==> src/sv/ami_pkg.sv <==
// Shared types and constants for the affine matrix inverse block.
package ami_pkg;

    localparam int FRAC_BITS_DEF = 16;
    localparam int LANES         = 6;
    localparam int QBITS         = 33;
    localparam int CNT_W         = $clog2(QBITS);
    localparam int QDEPTH        = 2;
    localparam int THR_RESET     = 512;

    typedef enum logic [1:0] {
        S_IDLE,
        S_RUN,
        S_FIN
    } t_state;

    typedef struct packed {
        logic [63:0]            den;
        logic                   inv;
        logic [LANES-1:0][63:0] mag;
        logic [LANES-1:0]       neg;
    } t_job;

endpackage

==> src/sv/ami_fifo.sv <==
// Short job queue between front and back.
module ami_fifo import ami_pkg::*; (
    input  logic i_clk,
    input  logic i_rst_n,
    input  logic i_push,
    input  t_job i_job,
    output logic o_space,
    output logic o_valid,
    input  logic i_pop,
    output t_job o_job
);

    localparam int PW = $clog2(QDEPTH);

    t_job               r_mem [QDEPTH];
    logic [PW-1:0]      r_wp, r_rp;
    logic [PW:0]        r_cnt;
    logic               w_pop;

    assign o_space = r_cnt != (PW+1)'(QDEPTH);
    assign o_valid = r_cnt != '0;
    assign o_job   = r_mem[r_rp];
    assign w_pop   = i_pop && o_valid;

    always_ff @(posedge i_clk) begin
        if (i_push) begin
            r_mem[r_wp] <= i_job;
        end
    end

    always_ff @(posedge i_clk) begin
        if (!i_rst_n) begin
            r_wp  <= '0;
            r_rp  <= '0;
            r_cnt <= '0;
        end else begin
            if (i_push) r_wp <= PW'(r_wp + 1'b1);
            if (w_pop)  r_rp <= PW'(r_rp + 1'b1);
            r_cnt <= (PW+1)'(r_cnt + (PW+1)'(i_push) - (PW+1)'(w_pop));
        end
    end

    a_no_overflow: assert property (@(posedge i_clk) disable iff (!i_rst_n)
        i_push |-> o_space) else $error("queue push while full");
    a_no_underflow: assert property (@(posedge i_clk) disable iff (!i_rst_n)
        r_cnt == '0 |-> !o_valid) else $error("queue valid while empty");
    a_count_step: assert property (@(posedge i_clk) disable iff (!i_rst_n)
        (i_push && !w_pop && r_cnt == '0) |=> r_cnt == (PW+1)'(1))
        else $error("queue count lost a word");

endmodule

==> config.mk <==
export PLATFORM = sky130hd
export DESIGN_NAME = ami_fifo
export DESIGN_NICKNAME = d
export VERILOG_FILES = /design/src/sv/ami_pkg.sv /design/src/sv/ami_fifo.sv
export SDC_FILE = /design/constraint.sdc
export NUM_CORES = 1
export LEC_CHECK = 0
export BUFFER_PORTS_ARGS = -buffer_cell sky130_fd_sc_hd__buf_2
export CELL_PAD_IN_SITES_DETAIL_PLACEMENT = 1
export CELL_PAD_IN_SITES_GLOBAL_PLACEMENT = 2
export CORE_MARGIN = 5
export CORE_UTILIZATION = 30
export DETAILED_ROUTE_END_ITERATION = 10
export MAX_ROUTING_LAYER = met4
export PLACE_DENSITY_LB_ADDON = 0.1
export SYNTH_ARGS = -nofsm -noshare
export SYNTH_HDL_FRONTEND = slang
export SYNTH_SLANG_ARGS = --single-unit
==> constraint.sdc <==
create_clock -name i_clk -period 24.7 [get_ports i_clk]
set_clock_uncertainty 0.2 [all_clocks]
set_input_delay 4.94 -clock i_clk [delete_from_list [all_inputs] [get_ports i_clk]]
set_output_delay 4.94 -clock i_clk [all_outputs]
set_load 0.05 [all_outputs]
==> After elaboration in Yosys (flattened, before gate mapping) <==
Memory sizes are Yosys's and may differ from the RTL's. A register that Yosys moved wholly into a read port is not among the register bits.
Index checks and enable logic that the tools add are counted.
{ "totals": {"elab_cells": 15, "ram_bits": 910, "rom_bits": 0, "latchBits": 0, "ff_bits": 4, "in_bits": 459, "memories": 1, "output_inout_bits": 457} }
{ "mem_list": {"columns": ["memory", "depth", "word_bits", "read_ports", "rd_ports_with_merged_regs", "wr", "line_no", "source"], "rows": [
  ["r_mem", 2, 455, 1, 1, 1, "ami_fifo.sv:15", "t_job r_mem [QDEPTH];"]
]} }
{ "op_classes": {"bitwise_logic": 0, "div_mod_pow": 0, "add_sub_neg": 4, "magnitude_cmp": 0, "shift": 0, "eq_ne": 1, "reduce_logical": 2, "mux": 4, "mul": 0} }
{ "ops": {"columns": ["op", "n"], "rows": [
  ["$mux W1", 4],
  ["$add A1 B1 Y1 const B", 2],
  ["$add A2 B1 Y2", 1],
  ["$ne A2 B2 Y1 const B", 1],
  ["$reduce_bool A2 Y1", 1],
  ["$sub A2 B1 Y2", 1],
  ["$logic_and A1 B1 Y1", 1]
]} }

==> Depth between registers and ports, before layout <==
{ "depth": {"ltp_word": 4, "mapped_depth": 6, "mapped_depth_nobuf": 6} }

==> Worst setup path after synthesis <==
OpenSTA, ideal clock, no wires.
{ "synth_path": {"path_kind": "input to register", "start": "input port i_push", "end": "register r_wp", "setup_time_ns": 0.152, "cell_stages": 2, "setup_slack_ns": -1.501, "n_path_buf": 0, "arrival_time_ns": 25.849, "required_ns": 24.348, "path_cell_list": "nor2b_1 o21a_1"} }
{ "synth_rtl": {"columns": ["element", "line_no", "source"], "rows": [
  ["from (decl)", "ami_fifo.sv:5", "input logic i_push,"],
  ["to (signal assigned)", "ami_fifo.sv:37", "if (i_push) r_wp <= PW'(r_wp + 1'b1);"],
  ["to (decl)", "ami_fifo.sv:16", "logic [PW-1:0] r_wp, r_rp;"]
]} }

==> impl_summary.md <==
Final layout
Across the whole layout, storage elements account for 0.0274 mm2. The area growth from synthesis to final layout is 25.7%. Summing all non-filler instances in the final layout gives an area of 0.0444 mm2. At the end of the flow, the number of nets in the layout was 2888. The filler cells instantiated in the layout total roughly 12000. The share of layout cells above drive strength 1 is around 61%. The area of combinational cells with multiple inputs is 0.00696 mm2.

Yosys
The number of synthesized flops with an enable pin is 910. The leading register cell type out of synthesis is sky130_fd_sc_hd__edfxtp_1. The share of synthesized area occupied by flip-flops and latches is 77.6%. By area the synthesized netlist is led by sky130_fd_sc_hd__edfxtp_1 (77%), sky130_fd_sc_hd__mux2_4 (19%), sky130_fd_sc_hd__buf_12 (2.5%), sky130_fd_sc_hd__dfxtp_1 (0.28%), sky130_fd_sc_hd__buf_6 (0.22%). After synthesis the netlist holds a flip-flop and latch count of 915. The count of cell types in the netlist is 16.

The netlist area before placement is approximately 0.035 mm2. The top cell type's share of synthesized area is between 70 and 80%. The adder and majority cell fraction of the synthesized area is 0.0708%. The synthesized netlist devotes 0.145% of its cell area to simple gates. The share of flip-flops with an asynchronous set or reset is 0%. sky130_fd_sc_hd__edfxtp_1 takes more of the synthesized area than any other cell. The dominant combinational cell family by area after synthesis is multiplexers. The area fraction in compound gates after synthesis is 0.0425%. During synthesis, Yosys emitted a total of 0 warnings. The mean instance size in the synthesized netlist is 24.6 um2. The area share of xor/xnor cells in the synthesized design is 0.0637%. The post-synthesis mux area share is 19.3%. The synthesized instance count is 1439.

The synthesized netlist net count is 1900.

Placed design
In this run the tool buffered the top-level ports with 915 buffer cells. The area of placed instances is 0.0411 mm2. Summed over all nets, the half-perimeter wirelength after detailed placement is 77200 um. The final weighted congestion of routability-driven global placement is 0.804.

Global routing
The met1 global-route usage is ~15%. Global routing consumed, on the met2 layer, 30.0% of the routing resources. The layer with the highest usage is met2. For this run the aggregate overflow at the end of global routing stands at 0. Entering global routing, the biggest net connects about 140 pins. The number of antenna violations at the first check in global routing is 87. The all-layer global routing usage is 16.5%. The global-route met3 utilization is around 6.8%.

The number of global-route vias before repair is 19500. The wire length of the first global-routing pass is 142000 um.

Pwr
The worst-case IR drop observed on VDD is ~0.063 mV. The analysis attributes to cell leakage a power of 17.2 nW. The cell area power density is 105 mW/mm2.

STA
Setup violations remaining at the end of the flow were counted as 0. The worst pin sits at a relative slew slack of 26.5%. Setup total negative slack on the finished layout was measured at 0 ns.

For the pin with the worst max-slew slack, the measured transition is approximately 1.1 ns. The max-slew violation count is 0. The number of endpoints with negative hold slack in the final report is 0. Setup repair after global routing left no endpoint under its margin. The fraction of the cycle the final worst path needs is 44.7%.

Based on the critical path, the design can be clocked at up to 0.0906 GHz. Counting I/O delays and the setup requirement, the final critical path takes 11.03 ns.

Setup path
The maximum fanout along the worst path is 57. The arrival time of the worst setup path is 5.89 ns. The highest cell delay on the worst timing path is 0.96 ns. Traced cell by cell, the critical path runs through buf_4, buf_4, buf_4, buf_4, mux2_4, buf_2. The startpoint class of the critical path is a flip-flop. The most numerous cell on the critical path is sky130_fd_sc_hd__buf_4. On the critical path, the stage with the largest delay is an instance of sky130_fd_sc_hd__dfxtp_4. STA puts the critical path data required time at 19.56 ns. The endpoint type of the worst setup path is an output port. By startpoint and endpoint, the worst setup path is classified as flip-flop to output port.

Drt
For this run, design rule violations remaining after detail routing come to 0. The number of vias per cell is 4.31. The detail route stage leaves a number of antenna-violating nets equal to 0. Dividing the detail-routed wire length by the instance count gives 25.6 um. Summed over all layers, the routed wires come to between 100000 and 150000 um.

Before antenna repair, the detailed router went through 4 iterations. Across all layers, the routed design uses 17700 vias. The DRC marker count from the first detailed-route iteration is 854.

Floorplan
The die is about 350 um tall. The floorplan step defined a die boundary enclosing 0.125 mm2. The I/O pin count is 916. The placement row count is 126.

The initial utilization of the core area, before any placement, comes to 30.0%. The floorplan step set the die width to 353 um. The area of the placeable core is 0.118 mm2.

Clock tree
Clock-pin slew was measured on the worst setup and hold paths at 0.06 ns. The count of hold-fix buffers inserted at cts is 0. The post-cts resize count is 0. TritonCTS built the clock tree. Post-CTS timing repair inserted 0 buffers for setup.

The clock latency on the worst-skew pair is 0.66 ns. The H-tree depth is 3. The number of buffers inserted during clock tree synthesis is 103. In this run the deepest clock path goes through 3 buffers.

The root buffer selected by CTS is sky130_fd_sc_hd__clkbuf_16. Clock tree synthesis found a total of 915 sinks.

Outcome
The flow ran to the end, and the final reports show no timing, DRC or antenna violations.

Flow run
The max-cap violation count is 0.

Worst hold path
The classification of the worst-slack hold path is flip-flop to flip-flop.
## where the power goes
part | internal (mW) | switching (mW) | leakage, nW | total [mW]
Combinational | 0.431 | 0.916 | 7.02 | 1.35
Clock | 0.865 | 0.593 | 1.58 | 1.46
Sequential | 1.80 | 0.0369 | 8.58 | 1.84
Total | 3.10 | 1.55 | 17.2 | 4.64
## final timing paths
check / cells past startpoint / start / to / slack, ns
min: 2 / r_rp / r_rp / 0.29
min reg2reg: 2 / r_rp / r_rp / 0.29
max: 6 / flip-flop / o_job[41] / 13.67
max reg2reg: 5 / r_wp / r_mem[0][57] / 19.54
## cells by family (layout without fill, tap and decap cells)
logic type / count (synthesis) / in the layout
AO/OA/AOI/OAI: 2 / 2
XOR/XNOR: 1 / 1
adder cells (fa/ha/maj): 2 / 2
buffers and inverters: 53 / 1122
flip-flops: 915 / 915
multiplexers: 457 / 457
other: 0 / 58
AND/OR/NAND/NOR: 9 / 9
## sequential cells by signal (all words and copies together) (netlist names), named ones only
name,cells
r_wp,1
r_rp,1
r_mem,910
r_cnt,2
## final cells by class
class | instances | share of cell area (%)
antenna | 58 | 0.327
clock buffer | 127 | 6.10
clock inverter | 59 | 1.12
inverter | 2 | 0.0169
multi-input combinational | 471 | 15.7
sequential | 915 | 61.8
tap | 1536 | 4.33
timing repair buffer | 934 | 10.7
## worst max-delay path, delay by kind of cell, from the launching register on
family                 cells  cell delay, ns
DFF                        1            0.96
buffers and inverters      5            3.66
muxes                      1            0.36
## synthesized netlist by cell type, types with 3 or more instances
library cell / n
sky130_fd_sc_hd__edfxtp_1: 910
sky130_fd_sc_hd__mux2_4: 450
sky130_fd_sc_hd__buf_12: 44
sky130_fd_sc_hd__buf_6: 7
sky130_fd_sc_hd__dfxtp_1: 5
sky130_fd_sc_hd__mux2_2: 5
sky130_fd_sc_hd__nor2b_1: 3
## metal layers
layer | part of all wire, % | vias up
met4 | 3.9 | 0
li1 | - | 7826
met1 | 33 | 8917
met3 | 9.4 | 227
met2 | 54 | 725
met5 | 0 | -
## cells in the final DEF (no fill, tap or decap), drive strengths merged
cell and n:
and2 2, buf 934, bufinv 9, clkbuf 127, clkinv 46, dfxtp 5
diode 58, edfxtp 910, ha 2, inv 6, mux2 455, mux2i 2
nand2 2, nand2b 1, nor2b 3, o21a 2, or2 1, xnor3 1
## through the flow
stage               util, %  power (mW)  hold WS, ns  worst slack [ns]  instances
CTS                    37.6        4.72        0.297             13.49       4044
global placement       34.9        3.23        0.267             14.35       3858
floorplan                 -        3.02        0.252              7.21       1439
finish                 37.8        4.64        0.293             13.67       4102
global route           37.7        4.83        0.322             13.32       4092
detailed placement     34.9        3.24        0.275             14.25       3858
Note: power is estimated with default switching activity, not from simulation.
